[config.mk]
export PLATFORM = sky130hd
export DESIGN_NAME = policy_table_action_sampler_unit
export DESIGN_NICKNAME = d
export VERILOG_FILES = /design/src/rtl/ptas_pkg.sv /design/src/rtl/ptas_front.sv /design/src/rtl/ptas_cmd_fifo.sv /design/src/rtl/ptas_back.sv /design/src/rtl/policy_table_action_sampler_unit.sv
export SDC_FILE = /design/constraint.sdc
export NUM_CORES = 2
export LEC_CHECK = 0
export ABC_AREA = 1
export ABC_CLOCK_PERIOD_IN_PS = 9900
export BUFFER_PORTS_ARGS = -buffer_cell sky130_fd_sc_hd__buf_2
export CORE_MARGIN = 4
export CORE_UTILIZATION = 46
export DETAILED_ROUTE_END_ITERATION = 12
export PLACE_DENSITY_LB_ADDON = 0.05
export SLEW_MARGIN = 10
export SYNTH_ARGS = -nofsm -noshare
export SYNTH_HDL_FRONTEND = slang
export SYNTH_SLANG_ARGS = --single-unit
[constraint.sdc]
create_clock -name clk -period 9.9 [get_ports clk]
set_input_delay 0.99 -clock clk [delete_from_list [all_inputs] [get_ports clk]]
set_output_delay 0.99 -clock clk [all_outputs]
set_load 0.02 [all_outputs]
[src/rtl/ptas_pkg.sv]
// Package for the policy table action sampler: field widths, status and
// command codes, and the descriptor passed from front end to back end.
// No dependencies.
package ptas_pkg;

  localparam int FRACTION_BITS = 16;
  localparam int PROB_W        = FRACTION_BITS + 1;
  localparam int DRAW_W        = FRACTION_BITS;
  localparam int STATE_W       = 4;
  localparam int ACTION_W      = 3;
  localparam int STATUS_W      = 2;
  localparam int IN_DATA_W     = 40;
  localparam int OUT_DATA_W    = 8;

  localparam logic [PROB_W-1:0] PROB_ONE = PROB_W'(1) << FRACTION_BITS;

  localparam logic CMD_WRITE  = 1'b0;
  localparam logic CMD_SAMPLE = 1'b1;

  typedef enum logic [STATUS_W-1:0] {
    STATUS_WRITTEN   = 2'd0,
    STATUS_SAMPLED   = 2'd1,
    STATUS_NO_ACTION = 2'd2
  } status_t;

  // Classified command
  typedef struct packed {
    logic                is_sample;
    logic                in_range;
    logic [STATE_W-1:0]  state_index;
    logic [ACTION_W-1:0] action_index;
    logic [PROB_W-1:0]   probability;
    logic [DRAW_W-1:0]   random_draw;
  } desc_t;

endpackage

[src/rtl/ptas_front.sv]
// Front end: accepts input transactions, saturates the probability,
// range-checks indexes and holds one classified descriptor.
// Depends on ptas_pkg.
module ptas_front #(
  parameter int NUM_STATES  = 16,
  parameter int NUM_ACTIONS = 8
) (
  input  logic                               clk,
  input  logic                               rst_n,
  input  logic                               in_tvalid,
  output logic                               in_tready,
  input  logic [ptas_pkg::IN_DATA_W-1:0]     in_tdata,
  input  logic                               in_tuser,
  output logic                               desc_valid,
  input  logic                               desc_ready,
  output ptas_pkg::desc_t                    desc
);
  import ptas_pkg::*;

  logic  desc_vld_r, desc_vld_nxt;
  desc_t desc_r;
  desc_t cls_c;
  logic  accept;
  logic  state_ok;
  logic  action_ok;

  always_comb begin
    cls_c.is_sample    = (in_tuser == CMD_SAMPLE);
    cls_c.state_index  = in_tdata[3:0];
    cls_c.action_index = in_tdata[6:4];
    cls_c.random_draw  = in_tdata[39:24];
    // saturate anything above one
    if (in_tdata[23:7] > PROB_ONE) begin
      cls_c.probability = PROB_ONE;
    end else begin
      cls_c.probability = in_tdata[23:7];
    end
    state_ok  = (32'(cls_c.state_index) < NUM_STATES);
    action_ok = (32'(cls_c.action_index) < NUM_ACTIONS);
    cls_c.in_range = cls_c.is_sample ? state_ok : (state_ok && action_ok);
  end

  assign in_tready  = !desc_vld_r || desc_ready;
  assign accept     = in_tvalid && in_tready;
  assign desc_valid = desc_vld_r;
  assign desc       = desc_r;

  always_comb begin
    desc_vld_nxt = desc_vld_r;
    if (accept) begin
      desc_vld_nxt = 1'b1;
    end else if (desc_ready) begin
      desc_vld_nxt = 1'b0;
    end
  end

  always_ff @(posedge clk) begin
    if (!rst_n) begin
      desc_vld_r <= 1'b0;
    end else begin
      desc_vld_r <= desc_vld_nxt;
    end
  end

  always_ff @(posedge clk) begin
    if (accept) begin
      desc_r <= cls_c;
    end
  end

endmodule

[src/rtl/ptas_cmd_fifo.sv]
// Two-entry descriptor queue between front end and back end.
// Depends on ptas_pkg.
module ptas_cmd_fifo (
  input  logic            clk,
  input  logic            rst_n,
  input  logic            push_valid,
  output logic            push_ready,
  input  ptas_pkg::desc_t push_desc,
  output logic            pop_valid,
  input  logic            pop_ready,
  output ptas_pkg::desc_t pop_desc
);
  import ptas_pkg::*;

  desc_t      slot_r [2];
  logic       wr_ptr_r, wr_ptr_nxt;
  logic       rd_ptr_r, rd_ptr_nxt;
  logic [1:0] cnt_r, cnt_nxt;
  logic       do_push;
  logic       do_pop;

  assign push_ready = (cnt_r != 2'd2);
  assign pop_valid  = (cnt_r != 2'd0);
  assign pop_desc   = slot_r[rd_ptr_r];
  assign do_push    = push_valid && push_ready;
  assign do_pop     = pop_valid && pop_ready;

  always_comb begin
    wr_ptr_nxt = do_push ? ~wr_ptr_r : wr_ptr_r;
    rd_ptr_nxt = do_pop ? ~rd_ptr_r : rd_ptr_r;
    cnt_nxt    = cnt_r + 2'(do_push) - 2'(do_pop);
  end

  always_ff @(posedge clk) begin
    if (!rst_n) begin
      wr_ptr_r <= 1'b0;
      rd_ptr_r <= 1'b0;
      cnt_r    <= 2'd0;
    end else begin
      wr_ptr_r <= wr_ptr_nxt;
      rd_ptr_r <= rd_ptr_nxt;
      cnt_r    <= cnt_nxt;
    end
  end

  always_ff @(posedge clk) begin
    if (do_push) begin
      slot_r[wr_ptr_r] <= push_desc;
    end
  end

endmodule

[src/rtl/ptas_back.sv]
// Back end: probability table memory, inverse-CDF walk sequencer and
// result register. Depends on ptas_pkg.
module ptas_back #(
  parameter int NUM_STATES  = 16,
  parameter int NUM_ACTIONS = 8
) (
  input  logic                            clk,
  input  logic                            rst_n,
  input  logic                            cmd_valid,
  output logic                            cmd_ready,
  input  ptas_pkg::desc_t                 cmd,
  output logic                            out_tvalid,
  input  logic                            out_tready,
  output logic [ptas_pkg::ACTION_W-1:0]   res_action,
  output ptas_pkg::status_t               res_status
);
  import ptas_pkg::*;

  localparam int DEPTH     = NUM_STATES * NUM_ACTIONS;
  localparam int ADDR_W    = (DEPTH > 1) ? $clog2(DEPTH) : 1;
  localparam int ACT_IDX_W = (NUM_ACTIONS > 1) ? $clog2(NUM_ACTIONS) : 1;
  localparam int CNT_W     = $clog2(NUM_ACTIONS + 1);
  localparam int SUM_W     = PROB_W + $clog2(NUM_ACTIONS + 1);

  typedef enum logic [2:0] {
    ST_IDLE   = 3'b001,
    ST_SAMPLE = 3'b010,
    ST_OUT    = 3'b100
  } bst_t;

  bst_t                  state_r, state_nxt;
  logic [STATE_W-1:0]    row_r, row_nxt;
  logic [DRAW_W-1:0]     draw_r, draw_nxt;
  logic [CNT_W-1:0]      rd_ptr_r, rd_ptr_nxt;
  logic [ACT_IDX_W-1:0]  cons_ptr_r, cons_ptr_nxt;
  logic                  rd_vld_r, rd_vld_nxt;
  logic [SUM_W-1:0]      running_r, running_nxt;
  logic [ACTION_W-1:0]   act_r, act_nxt;
  status_t               status_r, status_nxt;

  logic [PROB_W-1:0]     mem_r [DEPTH];
  logic [DEPTH-1:0]      ent_set_r;
  logic [PROB_W-1:0]     rd_data_r;
  logic                  rd_set_r;
  logic [ADDR_W-1:0]     rd_addr;
  logic [ADDR_W-1:0]     wr_addr;
  logic                  mem_we;
  logic [SUM_W-1:0]      sum_c;

  assign wr_addr = ADDR_W'(32'(cmd.state_index) * NUM_ACTIONS + 32'(cmd.action_index));
  assign rd_addr = ADDR_W'(32'(row_r) * NUM_ACTIONS + 32'(rd_ptr_r));
  // entries never written read as zero
  assign sum_c   = running_r + (rd_set_r ? SUM_W'(rd_data_r) : SUM_W'(0));

  assign cmd_ready  = (state_r == ST_IDLE);
  assign out_tvalid = (state_r == ST_OUT);
  assign res_action = act_r;
  assign res_status = status_r;

  always_comb begin
    state_nxt    = state_r;
    row_nxt      = row_r;
    draw_nxt     = draw_r;
    rd_ptr_nxt   = rd_ptr_r;
    cons_ptr_nxt = cons_ptr_r;
    rd_vld_nxt   = rd_vld_r;
    running_nxt  = running_r;
    act_nxt      = act_r;
    status_nxt   = status_r;
    mem_we       = 1'b0;
    case (state_r)
      ST_IDLE: begin
        if (cmd_valid) begin
          act_nxt = '0;
          if (!cmd.is_sample) begin
            mem_we     = cmd.in_range;
            status_nxt = STATUS_WRITTEN;
            state_nxt  = ST_OUT;
          end else if (cmd.in_range) begin
            row_nxt      = cmd.state_index;
            draw_nxt     = cmd.random_draw;
            rd_ptr_nxt   = '0;
            cons_ptr_nxt = '0;
            rd_vld_nxt   = 1'b0;
            running_nxt  = '0;
            state_nxt    = ST_SAMPLE;
          end else begin
            status_nxt = STATUS_NO_ACTION;
            state_nxt  = ST_OUT;
          end
        end
      end
      ST_SAMPLE: begin
        // issue one read per cycle, consume the previous one
        if (32'(rd_ptr_r) < NUM_ACTIONS) begin
          rd_ptr_nxt = rd_ptr_r + CNT_W'(1);
          rd_vld_nxt = 1'b1;
        end else begin
          rd_vld_nxt = 1'b0;
        end
        if (rd_vld_r) begin
          if (SUM_W'(draw_r) <= sum_c) begin
            act_nxt    = ACTION_W'(cons_ptr_r);
            status_nxt = STATUS_SAMPLED;
            rd_vld_nxt = 1'b0;
            state_nxt  = ST_OUT;
          end else if (cons_ptr_r == ACT_IDX_W'(NUM_ACTIONS - 1)) begin
            act_nxt    = '0;
            status_nxt = STATUS_NO_ACTION;
            rd_vld_nxt = 1'b0;
            state_nxt  = ST_OUT;
          end else begin
            running_nxt  = sum_c;
            cons_ptr_nxt = cons_ptr_r + ACT_IDX_W'(1);
          end
        end
      end
      ST_OUT: begin
        if (out_tready) begin
          state_nxt = ST_IDLE;
        end
      end
      default: begin
        state_nxt = ST_IDLE;
      end
    endcase
  end

  always_ff @(posedge clk) begin
    if (!rst_n) begin
      state_r    <= ST_IDLE;
      rd_vld_r   <= 1'b0;
      ent_set_r  <= '0;
    end else begin
      state_r  <= state_nxt;
      rd_vld_r <= rd_vld_nxt;
      if (mem_we) begin
        ent_set_r[wr_addr] <= 1'b1;
      end
    end
  end

  always_ff @(posedge clk) begin
    row_r      <= row_nxt;
    draw_r     <= draw_nxt;
    rd_ptr_r   <= rd_ptr_nxt;
    cons_ptr_r <= cons_ptr_nxt;
    running_r  <= running_nxt;
    act_r      <= act_nxt;
    status_r   <= status_nxt;
  end

  // table memory: one write port, one registered read port
  always_ff @(posedge clk) begin
    if (mem_we) begin
      mem_r[wr_addr] <= cmd.probability;
    end
    rd_data_r <= mem_r[rd_addr];
    rd_set_r  <= ent_set_r[rd_addr] && !(mem_we && (wr_addr == rd_addr));
  end

endmodule

[src/rtl/policy_table_action_sampler_unit.sv]
// Top level of the policy table action sampler.
// Depends on ptas_pkg, ptas_front, ptas_cmd_fifo and ptas_back.
//
// Usage:
//   Input channel (in_*): one transaction per command. in_tuser selects the
//   command: write one table entry or sample an action. A write stores a
//   probability (Q1.16, saturated to one) at a state and action; a sample
//   walks the state's row in action order and returns the first action whose
//   running sum reaches the Q0.16 draw.
//   Output channel (out_*): exactly one result transaction per command, in
//   command order: the chosen action and a status (written, sampled, or no
//   action: none reached the draw or the state index is out of range).
//   Sample duration is set by the row walk, which reads one table entry per
//   cycle from the single read port of the table memory.
//   Back end: one command in flight; it takes no new command until the
//   result of the last one has been accepted on the output channel.
//   Reset: synchronous, active low; all table entries read as zero after
//   reset through per-entry valid flags, so no clearing pass is needed.
//   Stall: while out_tready is low the result is held; the front register
//   and the two-entry command queue keep accepting until full.
module policy_table_action_sampler_unit #(
  parameter int NUM_STATES  = 16,
  parameter int NUM_ACTIONS = 8
) (
  input  logic                              clk,
  input  logic                              rst_n,
  input  logic                              in_tvalid,
  output logic                              in_tready,
  // [3:0] state_index, [6:4] action_index, [23:7] probability,
  // [39:24] random_draw
  input  logic [ptas_pkg::IN_DATA_W-1:0]    in_tdata,
  // [0] command
  input  logic                              in_tuser,
  output logic                              out_tvalid,
  input  logic                              out_tready,
  // [2:0] chosen_action, [7:3] zero
  output logic [ptas_pkg::OUT_DATA_W-1:0]   out_tdata,
  // [1:0] status
  output logic [ptas_pkg::STATUS_W-1:0]     out_tuser
);
  import ptas_pkg::*;

  logic                front_vld;
  logic                front_rdy;
  desc_t               front_desc;
  logic                q_vld;
  logic                q_rdy;
  desc_t               q_desc;
  logic [ACTION_W-1:0] res_action;
  status_t             res_status;

  // classify and hold the incoming command
  ptas_front #(
    .NUM_STATES  (NUM_STATES),
    .NUM_ACTIONS (NUM_ACTIONS)
  ) u_front (
    .clk        (clk),
    .rst_n      (rst_n),
    .in_tvalid  (in_tvalid),
    .in_tready  (in_tready),
    .in_tdata   (in_tdata),
    .in_tuser   (in_tuser),
    .desc_valid (front_vld),
    .desc_ready (front_rdy),
    .desc       (front_desc)
  );

  // decouple front end from the table walk
  ptas_cmd_fifo u_queue (
    .clk        (clk),
    .rst_n      (rst_n),
    .push_valid (front_vld),
    .push_ready (front_rdy),
    .push_desc  (front_desc),
    .pop_valid  (q_vld),
    .pop_ready  (q_rdy),
    .pop_desc   (q_desc)
  );

  // execute writes and samples against the table
  ptas_back #(
    .NUM_STATES  (NUM_STATES),
    .NUM_ACTIONS (NUM_ACTIONS)
  ) u_back (
    .clk        (clk),
    .rst_n      (rst_n),
    .cmd_valid  (q_vld),
    .cmd_ready  (q_rdy),
    .cmd        (q_desc),
    .out_tvalid (out_tvalid),
    .out_tready (out_tready),
    .res_action (res_action),
    .res_status (res_status)
  );

  assign out_tdata = {(OUT_DATA_W - ACTION_W)'(0), res_action};
  assign out_tuser = res_status;

endmodule

* Word-level counts from Yosys, hierarchy flattened
Memories as Yosys holds them, arrays and structs flattened. A register that Yosys moved wholly into a read port is not among the register bits. Cells that the tools add are included.
Cells by class: add/sub/neg operators 7, multiply operators 0, div/mod/pow operators 0, magnitude comparators 6, eq/ne operators 16, shift-type cells 0, multiplexer cells 63, bitwise operators 3, reductions and logical operators 19
Operators with widths (number):
- OR 128 bit | 1
- 2-to-1 mux 21 bit | 6
- 2-to-1 mux 3 bit | 17
- one-hot mux 21 bit (2 select lines) | 1
- adder 21 bit | 1
- less-or-equal comparator 16 x 21 -> 1 bit | 1
- 2-to-1 mux 1 bit | 20
- > comparator 17 bit (second input constant) | 1
- 2-to-1 mux 17 bit | 1
- less-than comparator 7 x 8 -> 1 bit (second input constant) | 2
- 2-to-1 mux 4 bit | 4
- AND reduction 4 bit | 4
- 2-to-1 mux 2 bit | 6
- != test 2 x 1 -> 1 bit (second input constant) | 6
- one-hot mux 3 bit (2 select lines) | 2
- AND reduction 5 bit | 2
- one-hot mux 3 bit (3 select lines) | 1
- one-hot mux 4 bit (2 select lines) | 1
- adder 7 x 3 -> 7 bit | 1
- adder 7 x 4 -> 7 bit | 1
- binary-select mux 1 bit (select 7 bit) | 1
- demux 1 bit (select 7 bit) | 1
- equality test 7 bit | 1
- >= comparator 7 x 1 -> 1 bit (second input constant) | 1
- other kinds (19) | 31
Word-level totals: register bits 232, bits in latches 0, bits in writable memories 2258, ROM bits 0, input bits 45, output and inout port bits 12, word-level logic and storage cells 136, memories kept 2
Memory list:
- u_back.mem_r | words 128, width 17, rd ports 1, clocked after Yosys merged registers in 1, wr ports 1, line ptas_back.sv:41 | logic [PROB_W-1:0] mem_r [DEPTH];
- u_queue.slot_r | words 2, width 41, rd ports 1, clocked after Yosys merged registers in 1, wr ports 1, line ptas_cmd_fifo.sv:15 | desc_t slot_r [2];

* Logic depth before layout (Yosys ltp)
depth after elaboration 6, depth in mapped cells 29, depth with buffers taken out 28

* By module
Synthesis repeated with hierarchy kept, for this count alone.
Second synthesis, totals: cell total of the unflattened synthesis 7567, area, all modules 99053.8 um^2
By module, submodules not included:
- ptas_back | times used 1, cells an instance 7294, area an instance 93961.4 um^2, seq. area each 69937.1 um^2
- ptas_cmd_fifo | times used 1, cells an instance 167, area an instance 3477.1 um^2, seq. area each 2622.5 um^2
- ptas_front | times used 1, cells an instance 100, area an instance 1574.0 um^2, seq. area each 1251.2 um^2
- policy_table_action_sampler_unit | times used 1, cells an instance 6, area an instance 41.3 um^2, seq. area each 0.0 um^2

* Worst setup path before layout
OpenSTA, ideal clock, no wires.
kind register to register, from reg u_back.rd_set_r, to reg u_back.cons_ptr_r[0], enable pin, setup time 0.413 ns, arrival 4.250 ns, data required time 9.487 ns, setup slack 5.237 ns, cell stages (with the launch flop) 24, path buffers 2, clock period less this slack 4.663 ns, cells stage by stage dfxtp_1 clkbuf_1 clkbuf_1 nand2_1 inv_1 ha_1 nand2_1 nand3_1 a21oi_1 o21ai_0 xnor2_1 ha_1 nand2_1 nor2_1 inv_1 nor2_1 nand2_1 nand2_1 nand2_1 nand2_1 nand2_1 a21oi_1 nand3b_1 a21oi_1
On the way: longest elaborated chain between the ends 5
Ends and longest elaborated chain:
- from (decl) | line ptas_back.sv:44 | logic rd_set_r;
- from (signal assigned) | line ptas_back.sv:159 | rd_set_r <= ent_set_r[rd_addr] && !(mem_we && (wr_addr == rd_addr));
- 2-to-1 mux 17 bit | line ptas_back.sv:53 | assign sum_c = running_r + (rd_set_r ? SUM_W'(rd_data_r) : SUM_W'(0));
- adder 21 bit | line ptas_back.sv:53
- less-or-equal comparator 16 x 21 -> 1 bit | line ptas_back.sv:102 | if (SUM_W'(draw_r) <= sum_c) begin
- != test 2 bit (no line)
- AND reduction 7 bit (no line)
- to (signal assigned) | line ptas_back.sv:147 | cons_ptr_r <= cons_ptr_nxt;
- to (decl) | line ptas_back.sv:35 | logic [ACT_IDX_W-1:0] cons_ptr_r, cons_ptr_nxt;
No other way between the ends. A chain may end at the register's enable or synchronous reset.

* Worst setup path in the final report
from reg u_back.rd_ptr_r[0], to reg u_back.rd_data_r[12] (read register of u_back.mem_r)
On the way: longest elaborated chain between the ends 1
Ends and longest elaborated chain:
- from (decl) | line ptas_back.sv:34 | logic [CNT_W-1:0] rd_ptr_r, rd_ptr_nxt;
- from (signal assigned) | line ptas_back.sv:146 | rd_ptr_r <= rd_ptr_nxt;
- adder 7 x 4 -> 7 bit | line ptas_back.sv:51 | assign rd_addr = ADDR_W'(32'(row_r) * NUM_ACTIONS + 32'(rd_ptr_r));
- to (decl) | line ptas_back.sv:43 | logic [PROB_W-1:0] rd_data_r;
No other way between the ends.

==> impl_metrics.toml <==
[cts]
cts_sinks = 2508
cts_buffer_depth = 4
postCtsSetupRepairBufs = 0
hold_buffers = 0
cts_tree = "yes"
h-tree-depth = 5
cts_resized = 0
cts-root-buf = "clkbuf_16"
clkTransAtPathRegs_ns = 0.06
cts_buffers = 286
clock_latency_ns = 0.91

[timing]
setup_tns_ns = 0
rsz0062_at_grt = "false"
finalCriticalPeriod_ns = 4.93
finalCritPeriodShare = 0.498
slew_viol_final = 0
max_freq_mhz = 203
clock_skew_ns = 0.0628
worst_pin_slew_ns = 1.28
hold_viol_final = 0
layout_setup_ws_ns = 4.97
maxSlewHeadroom = 0.149
setup_viol = 0

[routing]
wirelength_um = 304000
wl_met1_um = 131000
ant_nets = 0
avgRoutedWirePerCell_um = 27.2
first_pass_iters = 6
met3_length_um = 21900
vias = 65400
top_layer_used = "met5"
drt-vias-per-instance = 5.85
wl_met2_um = 139000
drc = 0
initialDrtViolationCount = 7635

[min_path]
worstHoldEndpoint = "u_front.desc[12]"
hp-class = "in2reg"
min_from = "in_tdata[36]"
hold_path_depth = 1

[final_layout]
nets = 8215
nFillCells = 18700
final_cells = 11200
area_growth_pct = 11.9
stdcell_area_um2 = 112000
drive_above_1_share = 0.0936

[pwr]
ir_drop_uv = 332
powerDensity_nw_per_um2 = 331
netSwitchingFraction = 0.402
combPwrFrac = 0.368
intPower_uw = 22100
p_clk_frac = 0.270
p_sw_uw = 14800
total_leakage_power_uw = 0.0371
seqPwrFrac = 0.362

[floorplanning]
io_pins = 57
core_um2 = 215000
start_util = 0.464
dieHeight_um = 474
rows = 170
die_x_um = 474
dieArea_um2 = 225000

[critical_path]
worst_setup_path_start_kind = "flip-flop"
critPathBufInv = 4
cp.arrival_ns = 5.74
worstSetupPathType = "reg2reg"
crit_required_ns = 10.71
crit-reg2reg-launch = "u_back.rd_ptr_r[0]"
crit_path_top_delay_cell = "buf_4"
end_kind = "flip-flop"
crit_chain = "buf_12 > inv_16 > buf_12 > buf_4 > o21ai_0 > o22ai_1 > nand2_1 > nand3_1 > nand3_1 > a21oi_1 > nor3_1 > nor2_1"
cp_top_family = "buffers and inverters"
reg2reg_slack_ns = 4.97
cpPeakStageDelay_ns = 0.69
worstReg2RegEnd = "u_back.rd_data_r[12]"
critPathLaunch = "u_back.rd_ptr_r[0]"
path_max_fanout = 211
r2r_cells = 12

[placed_design]
hpwl_um = 165000
routabilityCongestion = 0.843
dp_slack_ns = 5.14
postPlaceCellArea_um2 = 103000
port_buffers = 51
dp_cells = 10700

[synthesis]
synth.top_cell.area_share = 0.708
ys_seq_area_frac = 0.739
synthCells = 8162
ys_ff_latch = 2508
yosys_warnings = 0
syn_area_um2 = 99800
synth_edf_count = 2352
yosys.area.top_type = "edfxtp_1"
synth_flop_cell = "edfxtp_1"
synth_top_cells_by_area = "edfxtp_1 (71%), nor2_1 (6.1%), o21ai_0 (5.8%)"
avgSynthCellArea_um2 = 12.2
synth.distinct_cells = 43
async_flop_share = 0

[global_routing]
grt_max_degree = 212
grt_pass1_wl_um = 438000
overflow = 0
grtUsageTotal = 0.265
antenna_found_initial = 14
grt_pass1_vias = 61600

[run]
maxCapViolations = 0

[outcome]
status = "finished clean"
-- layout make-up --
type,count,area (µm²),area share
clock inverters,100,763,0.00683
clock buffers,395,7940,0.0711
inverters,171,683,0.00612
flip-flops and latches,2508,73800,0.660
repair buffers,218,1680,0.0151
diodes,8,20.0,0.000179
well taps,2838,3550,0.0318
multi-input cells,4944,23300,0.209
-- worst max-delay path by stage --
stage	cells after the start	slack [ns]	to
2_1_floorplan	23	5.24	u_back.cons_ptr_r[0]
3_3_place_gp	26	5.20	u_back.running_r[2]
3_5_place_dp	26	5.14	u_back.running_r[1]
4_1_cts	26	5.15	u_back.running_r[16]
5_1_grt	26	4.69	u_back.running_r[14]
6_report	12	4.97	u_back.rd_data_r[12]
-- state kept, by name, summed over array words and instances, names as in the netlist, 3 cells and up, named ones only --
name	count
u_back.ent_set_r	128
u_back.res_action	3
u_back.rd_data_r	17
u_back.state_r	3
u_back.running_r	21
u_queue.slot_r	82
u_back.row_r	4
u_back.mem_r	2176
u_back.draw_r	16
u_back.rd_ptr_r	4
u_back.cons_ptr_r	3
u_front.desc	41
-- worst reg2reg max path: stages, from the launching register on --
cell and delay, ns:
edfxtp_1 0.46, buf_12 0.27, inv_16 0.63, buf_12 1.02, buf_4 0.89, o21ai_0 0.16
o22ai_1 0.23, nand2_1 0.08, nand3_1 0.13, nand3_1 0.17, a21oi_1 0.61, nor3_1 0.11
nor2_1 0.11
-- power groups by stage --
stage / combinational (µW) / clock, µW / sequential [µW]
4_1_cts: 13600 / 10100 / 13400
3_3_place_gp: 13500 / 0 / 13600
3_5_place_dp: 13600 / 0 / 13600
2_1_floorplan: 7980 / 0 / 13600
6_report: 13600 / 9970 / 13400
5_1_grt: 14700 / 10600 / 13400
-- placed cells by master, fill, tap and decap left out, drive strengths merged --
cell and n:
xor2 17, clkinvlp 2, a211oi 1, clkinv 83, nor3 41, bufinv 10
a31oi 2, o21bai 2, o21a 8, clkbuf 395, ha 40, a41oi 1
o22ai 576, nand3 444, diode 8, conb 5, o41ai 1, nand3b 3
and3 1, o21ai 1168, or2 8, xnor2 8, dfxtp 156, a21oi 104
nor2 1664, and2 2, inv 176, o211ai 2, nand4 7, fa 1
buf 218, edfxtp 2352, nand2 832, nor4 6
-- synthesized netlist by cell type (17+ instances only) --
| master | n |
|---|---|
| dfxtp_1 | 156 |
| a21oi_1 | 104 |
| o22ai_1 | 576 |
| buf_2 | 102 |
| o21ai_0 | 1163 |
| buf_6 | 19 |
| inv_1 | 132 |
| nor2_1 | 1616 |
| ha_1 | 40 |
| xor2_1 | 17 |
| nand3_1 | 444 |
| clkbuf_1 | 328 |
| buf_4 | 45 |
| edfxtp_1 | 2352 |
| buf_1 | 46 |
| nor3_1 | 40 |
| inv_2 | 35 |
| nand2_1 | 832 |
| nor2_2 | 48 |
-- logic make-up after synthesis --
family,count (synthesis),share of synthesized area
adders and majority gates,41,0.00521
DFF,2508,0.739
other,1,0.0000376
AOI/OAI and AO/OA,1865,0.101
buffers and inverters,714,0.0313
and+or+nand+nor,3008,0.121
xor gates and xnor gates,25,0.00219
-- metrics by stage --
step | utilization | hold WS (ns) | total power (µW)
global route | 0.519 | 0.204 | 38600
CTS | 0.519 | 0.185 | 37100
global placement | 0.478 | 0.422 | 27100
finish | 0.519 | 0.260 | 36900
floorplan | - | 0.421 | 21600
detailed placement | 0.478 | 0.429 | 27200
-- routing by layer --
metal  vias to the layer above  track usage
met4                         4       0.0960
met2                      2533        0.409
li1                      29500            -
met1                     32900        0.386
met5                         -            0
met3                       526       0.0376
No activity file was read; power rests on OpenSTA's default activity.
